[src/hw/rtl/skf_pkg.sv]
`default_nettype none
package skf_pkg;
    localparam logic [1:0] OP_SCALAR = 2'd0;
    localparam logic [1:0] OP_AXIS   = 2'd1;
    localparam logic [1:0] OP_RESET  = 2'd2;
    localparam logic [1:0] OP_NONE   = 2'd3;
    localparam logic [1:0] REG_Q  = 2'd0;
    localparam logic [1:0] REG_R  = 2'd1;
    localparam logic [1:0] REG_EN = 2'd2;
endpackage
`default_nettype wire

[src/hw/rtl/skf_update.sv]
`default_nettype none
// One Kalman update: bit-serial restoring divide for the gain, then
// shift-add multiplies one bit per cycle for the estimate step and covariance.
module skf_update #(
    parameter int FRAC_BITS = 16
) (
    input  wire               clk,
    input  wire               rst_n,
    input  wire               start,
    input  wire signed [31:0] meas,
    input  wire signed [31:0] est,
    input  wire        [31:0] cov,
    input  wire        [30:0] q,
    input  wire        [30:0] r,
    output logic              done,
    output logic signed [31:0] est_new,
    output logic       [31:0] cov_new,
    output logic [FRAC_BITS:0] gain
);
    localparam int NW = 32 + FRAC_BITS;   // dividend width
    localparam int DW = 34;
    localparam logic [2:0] S_IDLE = 3'd0, S_DIV = 3'd1, S_MUL = 3'd2, S_FIN = 3'd3;

    logic [2:0] st_reg, st_next;
    logic [5:0] cnt_reg;
    logic [31:0] pp_reg;
    logic [DW-1:0] den_reg;
    logic [DW-1:0] rem_reg;
    logic [NW-1:0] quo_reg;
    logic signed [33:0] diff_reg;
    logic signed [33+FRAC_BITS+2:0] acc_e_reg;   // K*diff
    logic [32+FRAC_BITS+1:0] acc_p_reg;           // (1-K)*pp
    logic [FRAC_BITS:0] km_reg;                   // K shifted out lsb first
    logic [FRAC_BITS+1:0] omk_reg;                // 1-K shifted out
    logic signed [31:0] est_reg;

    logic [32:0] pp_sum;
    logic [DW-1:0] rem_sh, rem_sub;
    logic signed [33+FRAC_BITS+2:0] eprod;

    always_comb
    begin
        pp_sum  = {1'b0, cov} + {2'b0, q};
        rem_sh  = {rem_reg[DW-2:0], quo_reg[NW-1]};
        rem_sub = rem_sh - den_reg;
        eprod   = acc_e_reg + $signed({{(FRAC_BITS+2){1'b0}}, 1'b1, {(FRAC_BITS-1){1'b0}}});
        st_next = st_reg;
        unique case (st_reg)
            S_IDLE: if (start) st_next = S_DIV;
            S_DIV:  if (cnt_reg == 6'(NW-1)) st_next = S_MUL;
            S_MUL:  if (cnt_reg == 6'(FRAC_BITS+1)) st_next = S_FIN;
            S_FIN:  st_next = S_IDLE;
            default: st_next = S_IDLE;
        endcase
    end

    always_ff @(posedge clk or negedge rst_n)
    begin
        if (!rst_n)
        begin
            st_reg  <= S_IDLE;
            cnt_reg <= '0;
        end
        else
        begin
            st_reg <= st_next;
            if (st_reg != st_next) cnt_reg <= '0;
            else cnt_reg <= cnt_reg + 6'd1;
        end
    end

    always_ff @(posedge clk)
    begin
        unique case (st_reg)
            S_IDLE:
            begin
                pp_reg   <= pp_sum[32] ? 32'hFFFF_FFFF : pp_sum[31:0];
                den_reg  <= (pp_sum[32] ? 34'h0_FFFF_FFFF : {1'b0, pp_sum}) + {3'b0, r};
                quo_reg  <= {(pp_sum[32] ? 32'hFFFF_FFFF : pp_sum[31:0]),
                             {FRAC_BITS{1'b0}}};
                rem_reg  <= '0;
                diff_reg <= 34'(meas) - 34'(est);
                est_reg  <= est;
            end
            S_DIV:
            begin
                if (!rem_sub[DW-1])
                begin
                    rem_reg <= rem_sub;
                    quo_reg <= {quo_reg[NW-2:0], 1'b1};
                end
                else
                begin
                    rem_reg <= rem_sh;
                    quo_reg <= {quo_reg[NW-2:0], 1'b0};
                end
                acc_e_reg <= '0;
                acc_p_reg <= '0;
            end
            S_MUL:
            begin
                if (cnt_reg == 6'd0)
                begin
                    km_reg  <= quo_reg[FRAC_BITS:0];
                    omk_reg <= (FRAC_BITS+2)'(1 << FRAC_BITS) - {1'b0, quo_reg[FRAC_BITS:0]};
                    gain    <= quo_reg[FRAC_BITS:0];
                end
                else
                begin
                    if (km_reg[0])
                        acc_e_reg <= acc_e_reg + ($signed(diff_reg) <<< (cnt_reg - 6'd1));
                    if (omk_reg[0])
                        acc_p_reg <= acc_p_reg + ({{(FRAC_BITS+2){1'b0}}, pp_reg}
                                                  << (cnt_reg - 6'd1));
                    km_reg  <= km_reg >> 1;
                    omk_reg <= omk_reg >> 1;
                end
            end
            S_FIN: ;
            default: ;
        endcase
    end

    // Accumulators are final during S_FIN, so results are valid with done.
    assign est_new = est_reg + 32'(eprod >>> FRAC_BITS);
    assign cov_new = acc_p_reg[FRAC_BITS+31:FRAC_BITS];
    assign done = (st_reg == S_FIN);
endmodule
`default_nettype wire

[src/hw/rtl/scalar_kalman_filter.sv]
`default_nettype none
// Channel  | Dir | Payload
// s_axis   | in  | tdata: opcode[1:0], measure_x, measure_y, measure_z (+6 pad)
// m_axis   | out | tdata: estimate_x, estimate_y, estimate_z, scalar_gain (+7 pad)
// cfg      | in  | cfg_we, cfg_index, cfg_data (31 bit)
// One update pass (start, divide, multiply, finish) runs in the shared
// bit-serial unit. A filtered scalar item takes one pass, an axis item
// three (one per axis); pass-through, reset and unused-opcode items skip
// the unit and go from accept through S_OUT to the output register.
// Async reset loads the noise defaults and clears estimates and gain.
// One item in flight; the result sits in the output register and s_tready
// stays low until it is taken.
module scalar_kalman_filter #(
    parameter int FRAC_BITS = 16,
    parameter int AXES = 3
) (
    input  wire          clk,
    input  wire          rst_n,
    input  wire          s_tvalid,
    output logic         s_tready,
    input  wire  [103:0] s_tdata,   // opcode, measure_x, measure_y, measure_z
    output logic         m_tvalid,
    input  wire          m_tready,
    output logic [119:0] m_tdata,   // estimate_x, estimate_y, estimate_z, scalar_gain
    input  wire          cfg_we,
    input  wire  [1:0]   cfg_index,
    input  wire  [30:0]  cfg_data
);
    localparam logic [31:0] ONE = 32'(1) << FRAC_BITS;
    localparam int NMIN_RAW = ((1 << FRAC_BITS) + 5000) / 10000;
    localparam logic [30:0] NMIN = (NMIN_RAW == 0) ? 31'd1 : 31'(NMIN_RAW);
    localparam int AX = (AXES < 3) ? AXES : 3;
    localparam logic [1:0] S_IDLE = 2'd0, S_RUN = 2'd1, S_WAIT = 2'd2, S_OUT = 2'd3;

    logic [30:0] q_reg, r_reg;
    logic en_reg;
    logic [1:0] st_reg;
    logic [1:0] op_reg;
    logic [1:0] ax_reg;
    logic signed [31:0] meas_reg [3];
    logic signed [31:0] sest_reg;
    logic [31:0] scov_reg;
    logic [FRAC_BITS:0] sgain_reg;
    logic signed [31:0] aest_reg [AXES];
    logic [31:0] acov_reg [AXES];
    logic signed [31:0] ox_reg, oy_reg, oz_reg;

    logic u_start, u_done;
    logic signed [31:0] u_meas, u_est, u_est_new;
    logic [31:0] u_cov, u_cov_new;
    logic [FRAC_BITS:0] u_gain;
    logic [30:0] cfg_clamped;

    assign cfg_clamped = (cfg_data < NMIN) ? NMIN : cfg_data;
    assign s_tready = (st_reg == S_IDLE) && !m_tvalid;
    assign u_start  = (st_reg == S_RUN);
    assign u_meas = meas_reg[ax_reg];
    assign u_est  = (op_reg == skf_pkg::OP_SCALAR) ? sest_reg : aest_reg[ax_reg];
    assign u_cov  = (op_reg == skf_pkg::OP_SCALAR) ? scov_reg : acov_reg[ax_reg];

    skf_update #(.FRAC_BITS(FRAC_BITS)) u_upd (
        .clk(clk), .rst_n(rst_n), .start(u_start), .meas(u_meas), .est(u_est),
        .cov(u_cov), .q(q_reg), .r(r_reg), .done(u_done), .est_new(u_est_new),
        .cov_new(u_cov_new), .gain(u_gain)
    );

    always_ff @(posedge clk or negedge rst_n)
    begin
        if (!rst_n)
        begin
            q_reg <= 31'(((1 << FRAC_BITS) + 50) / 100);
            r_reg <= 31'(((1 << FRAC_BITS) + 5) / 10);
            en_reg <= 1'b0;
            st_reg <= S_IDLE;
            m_tvalid <= 1'b0;
            sest_reg <= '0;
            scov_reg <= ONE;
            sgain_reg <= '0;
            ax_reg <= '0;
            op_reg <= '0;
            for (int i = 0; i < AXES; i++)
            begin
                aest_reg[i] <= '0;
                acov_reg[i] <= ONE;
            end
        end
        else
        begin
            if (cfg_we)
            begin
                unique case (cfg_index)
                    skf_pkg::REG_Q:  q_reg <= cfg_clamped;
                    skf_pkg::REG_R:  r_reg <= cfg_clamped;
                    skf_pkg::REG_EN: en_reg <= cfg_data[0];
                    default: ;
                endcase
            end
            if (m_tvalid && m_tready) m_tvalid <= 1'b0;
            unique case (st_reg)
                S_IDLE:
                    if (s_tvalid && s_tready)
                    begin
                        op_reg <= s_tdata[1:0];
                        meas_reg[0] <= s_tdata[33:2];
                        meas_reg[1] <= s_tdata[65:34];
                        meas_reg[2] <= s_tdata[97:66];
                        ax_reg <= '0;
                        if (en_reg && (s_tdata[1:0] == skf_pkg::OP_SCALAR ||
                                       (s_tdata[1:0] == skf_pkg::OP_AXIS && AX > 0)))
                            st_reg <= S_RUN;
                        else
                            st_reg <= S_OUT;
                    end
                S_RUN: st_reg <= S_WAIT;
                S_WAIT:
                    if (u_done)
                    begin
                        if (op_reg == skf_pkg::OP_SCALAR)
                        begin
                            sest_reg <= u_est_new;
                            scov_reg <= u_cov_new;
                            sgain_reg <= u_gain;
                            st_reg <= S_OUT;
                        end
                        else
                        begin
                            aest_reg[ax_reg] <= u_est_new;
                            acov_reg[ax_reg] <= u_cov_new;
                            if (ax_reg == 2'(AX - 1)) st_reg <= S_OUT;
                            else
                            begin
                                ax_reg <= ax_reg + 2'd1;
                                st_reg <= S_RUN;
                            end
                        end
                    end
                S_OUT:
                begin
                    st_reg <= S_IDLE;
                    m_tvalid <= 1'b1;
                    unique case (op_reg)
                        skf_pkg::OP_SCALAR:
                        begin
                            if (!en_reg) sest_reg <= meas_reg[0];
                            ox_reg <= en_reg ? sest_reg : meas_reg[0];
                            oy_reg <= '0;
                            oz_reg <= '0;
                        end
                        skf_pkg::OP_AXIS:
                        begin
                            for (int i = 0; i < AX; i++)
                                if (!en_reg) aest_reg[i] <= meas_reg[i];
                            ox_reg <= (AX > 0) ? (en_reg ? aest_reg[0] : meas_reg[0]) : '0;
                            oy_reg <= (AX > 1) ? (en_reg ? aest_reg[AX > 1 ? 1 : 0]
                                                         : meas_reg[1]) : '0;
                            oz_reg <= (AX > 2) ? (en_reg ? aest_reg[AX > 2 ? 2 : 0]
                                                         : meas_reg[2]) : '0;
                        end
                        default:
                        begin
                            if (op_reg == skf_pkg::OP_RESET)
                            begin
                                scov_reg <= ONE;
                                sgain_reg <= '0;
                                for (int i = 0; i < AXES; i++) acov_reg[i] <= ONE;
                            end
                            ox_reg <= sest_reg;
                            oy_reg <= '0;
                            oz_reg <= '0;
                        end
                    endcase
                end
                default: st_reg <= S_IDLE;
            endcase
        end
    end

    // Gain reported after the item; reset op clears it.
    logic [16:0] gain_out;
    assign gain_out = 17'(sgain_reg);
    logic gain_zero_reg;
    always_ff @(posedge clk or negedge rst_n)
    begin
        if (!rst_n) gain_zero_reg <= 1'b0;
        else if (st_reg == S_OUT) gain_zero_reg <= (op_reg == skf_pkg::OP_RESET);
    end
    assign m_tdata = {7'b0, (gain_zero_reg ? 17'd0 : gain_out), oz_reg, oy_reg, ox_reg};

    a_no_accept_busy: assert property (@(posedge clk) disable iff (!rst_n)
        (st_reg != S_IDLE) |-> !s_tready) else $error("accept while busy");
    a_out_hold: assert property (@(posedge clk) disable iff (!rst_n)
        (m_tvalid && !m_tready) |=> m_tvalid) else $error("result dropped");
    a_start_from_run: assert property (@(posedge clk) disable iff (!rst_n)
        u_done |-> (st_reg == S_WAIT)) else $error("stray done");
endmodule
`default_nettype wire

[config.mk]
export PLATFORM = sky130hd
export DESIGN_NAME = scalar_kalman_filter
export DESIGN_NICKNAME = d
export VERILOG_FILES = /design/src/hw/rtl/skf_pkg.sv /design/src/hw/rtl/skf_update.sv /design/src/hw/rtl/scalar_kalman_filter.sv
export SDC_FILE = /design/constraint.sdc
export NUM_CORES = 2
export LEC_CHECK = 0
export BUFFER_PORTS_ARGS = -buffer_cell sky130_fd_sc_hd__buf_2
export CAP_MARGIN = 0
export CORE_MARGIN = 2
export CORE_UTILIZATION = 30
export CTS_BUF_LIST = sky130_fd_sc_hd__clkbuf_4 sky130_fd_sc_hd__clkbuf_8
export DETAILED_ROUTE_END_ITERATION = 16
export GPL_TIMING_DRIVEN = 1
export PLACE_DENSITY = 0.46
export SLEW_MARGIN = 30
export SYNTH_ARGS = -nofsm -noshare
export SYNTH_HDL_FRONTEND = slang
export SYNTH_SLANG_ARGS = --single-unit
[constraint.sdc]
create_clock -name clk -period 30.2 [get_ports clk]
set_clock_uncertainty 0.05 [all_clocks]
set_input_delay 4.53 -clock clk [delete_from_list [all_inputs] [get_ports clk]]
set_output_delay 4.53 -clock clk [all_outputs]
set_load 0.005 [all_outputs]
==> metrics.txt <==
sequential fraction of the synthesis area=46.0%; global placement routability congestion=0.912; Max Freq=0.106 GHz; TritonRoute pass-1 iters=8; MaxCap Viol Count=0; Post-Synth Simple-Gate Area=13.5%; via count=44,400; share of cells above drive strength 1=15.2%; switching share of power=33.3%; Hold/Removal Path Class=reg2reg; Syn Inst Count=5,552; die height=433 um; post-CTS sizing=0; clock tree buffer depth=3; Die W=433 um; Worst-Margin Slew=1.02 ns; CP arrival=9.95 ns; slowest CP cell=dfrtp_4; WL/cell=23.2 um; top-count cell post-synth=nor2_1; Fillers=18,700; Slew Viols, Final=0; mux contribution to synthesized area=7.93%; clock network latency to the later pin of the worst-skew pair=0.91 ns; sequential share of power=37.2%; Crit Path Max Fanout=80; commonest register cell after synthesis=edfxtp_1; std cell rows=157; CP bufs+invs=3; met2 track demand over resource=33.1%; largest family of logic cells by synthesized area=compound AO/OA/AOI/OAI gates; most used routing layer in global routing=met2; final HPWL from detailed placement=139,000 um; area growth from synthesis to layout=13.9%; pre-CTS WS=20.95 ns; Clock transition at path regs=0.07 ns; largest net degree at the start of global routing=81; Remaining DRCs=0; CP Launch Type=flip-flop; PortBufs=250; Post-CTS Setup Repair Bufs=0; clock network power share=34.3%; Slew HR=31.8%; clock sinks=904; Synth top cells by count=nor2_1 (593), edfxtp_1 (551), nand2_1 (549); critical setup path kind=reg2reg; Pleak=26.5 nW; Hold WS=0.413 ns; P_sw=1.27 mW; Power Internal=2.54 mW; met3 GRT Util=3.23%; Final ANT Viol Nets=0; GR Util met1=27.5%; htree depth=4; final hold violations=0; Post-synth ARST share=39.0%; Post-Synth XOR/XNOR Area=4.24%; CTS tree=yes; Synth Area in Compound Gates=18.7%; syn_area_per_cell=9.94 um2; gr usage total=20.3%; I/O pin cnt=264; delay-heaviest family, CP=compound AO/OA/AOI/OAI gates; CTS Buf Count=165; Ys Warns=0; global-route wire length before repair=289,000 um; Yosys reg bits=904; number of setup violations in the final report=0; adder-cell share of the synthesized area=6.15%; setup ws final=20.79 ns; Synth area leaders=edfxtp_1 (30%), dfrtp_1 (15%), ha_1 (5.9%); Worst setup EP type=flip-flop; Synth cell types=103; hold_buf cts=0; CP most frequent cell=a21oi_1; Sum Neg Setup Slack=0 ns; Post-synth EDFFs=551; DRT Wirelength=194,000 um; drt via density=5.33; Initial Utilization=30.2%; clk root buf=clkbuf_8; Peak VDD IR=33.5 uV; total congestion overflow=0; min cycle time layout=9.41 ns; Layout Nets=6,133; Logic pwr share=28.5%; worst path required time=30.75 ns; Period Utilization, post-route=31.1%; outcome=finished, final reports clean; Die Area=187,000 um2; Yosys top cell area share=30.0%; RSZ-0062 raised after global routing=no; Pwr per Cell Area=60.7 nW/um2; number of global-route vias before repair=44,100; cell taking the most area after synthesis=edfxtp_1; initial antenna violation count=10; crit-path max cell delay=0.88 ns; core area=183,000 um2; cell area after synthesis=55,200 um2; DRT iter0 DRCs=3,523
## logic make-up after synthesis
kind of cell | Yosys count
multiplexers | 379
XOR/XNOR | 265
other | 1
AO/OA/AOI/OAI | 1583
AND/OR/NAND/NOR | 1663
buffers and inverters | 490
adder cells (fa/ha/maj) | 267
flip-flops | 904
## layout by cell type (no fill, tap or decap), types with 156 or more instances in the layout
| cell | synthesis | layout |
|---|---|---|
| inv_1 | 157 | 156 |
| ha_1 | 260 | 259 |
| mux2i_1 | 220 | 220 |
| dfrtp_1 | 336 | 331 |
| buf_2 | 24 | 249 |
| a21oi_1 | 427 | 425 |
| o21ai_0 | 355 | 354 |
| nand2_1 | 549 | 542 |
| nor2_1 | 593 | 582 |
| edfxtp_1 | 551 | 551 |
| clkbuf_8 | 0 | 185 |
## power by group through the flow
stage                     Combinational [mW]  Clock [mW]  Sequential (mW)
after floorplan                        0.809           0             1.42
after global placement                  1.08           0             1.44
after detailed placement                1.08           0             1.44
after CTS                               1.08        1.35             1.42
after global routing                    1.20        1.40             1.42
final                                   1.09        1.31             1.42
## worst register-to-register path: cells and delay by family, from the launching register on
kind            cells  cell delay [ns]
xor+xnor            1             0.11
compound gates     14             3.78
simple gates        7             2.03
flops               1             0.88
buf+inv             3             1.24
fa+ha+maj           3             1.04
## metal layers
layer / vias to the layer above / part of all wire [%]
met4: 4 / 2.7
met1: 22000 / 45
met3: 278 / 5.1
li1: 20800 / -
met2: 1297 / 47
met5: - / 0.012
## area by class of cell
cell class | instances | area [um2] | share of cell area [%]
clock buffers | 244 | 2990 | 4.76
diodes | 8 | 20.0 | 0.0319
well taps | 2464 | 3080 | 4.91
multi-input cells | 4165 | 28200 | 44.8
repair buffers | 330 | 1940 | 3.08
clock inverters | 61 | 629 | 1.00
flip-flops and latches | 904 | 25400 | 40.5
inverters | 158 | 593 | 0.944
## path summary, 6_finish.rpt
check,end,cells after the start,slack (ns),from
worst min register to register,acov_reg[16]$_DFFE_PN1P_,2,0.41,acov_reg[16]$_DFFE_PN1P_
worst max-delay path,u_upd.den_reg[31]$_DFFE_PP_,28,20.79,ax_reg[1]$_DFFE_PN0P_
worst max register to register,u_upd.den_reg[31]$_DFFE_PP_,28,20.79,ax_reg[1]$_DFFE_PN0P_
min in group asynchronous,r_reg[15]$_DFFE_PN0P_,1,3.54,rst_n
max in group asynchronous,sest_reg[4]$_DFFE_PN0P_,5,23.92,rst_n
worst min-delay path,acov_reg[16]$_DFFE_PN1P_,2,0.41,acov_reg[16]$_DFFE_PN1P_
## metrics by stage
step	util (%)	power, mW	cell area [um2]	cells
final	34.4	3.81	62800	8334
after detailed placement	32.3	2.52	59100	8019
after CTS	34.3	3.85	62700	8324
after global placement	32.3	2.52	59100	8018
after global routing	34.4	4.02	62800	8333
after floorplan	-	2.23	55200	5559
No activity file was read; power rests on OpenSTA's default activity.
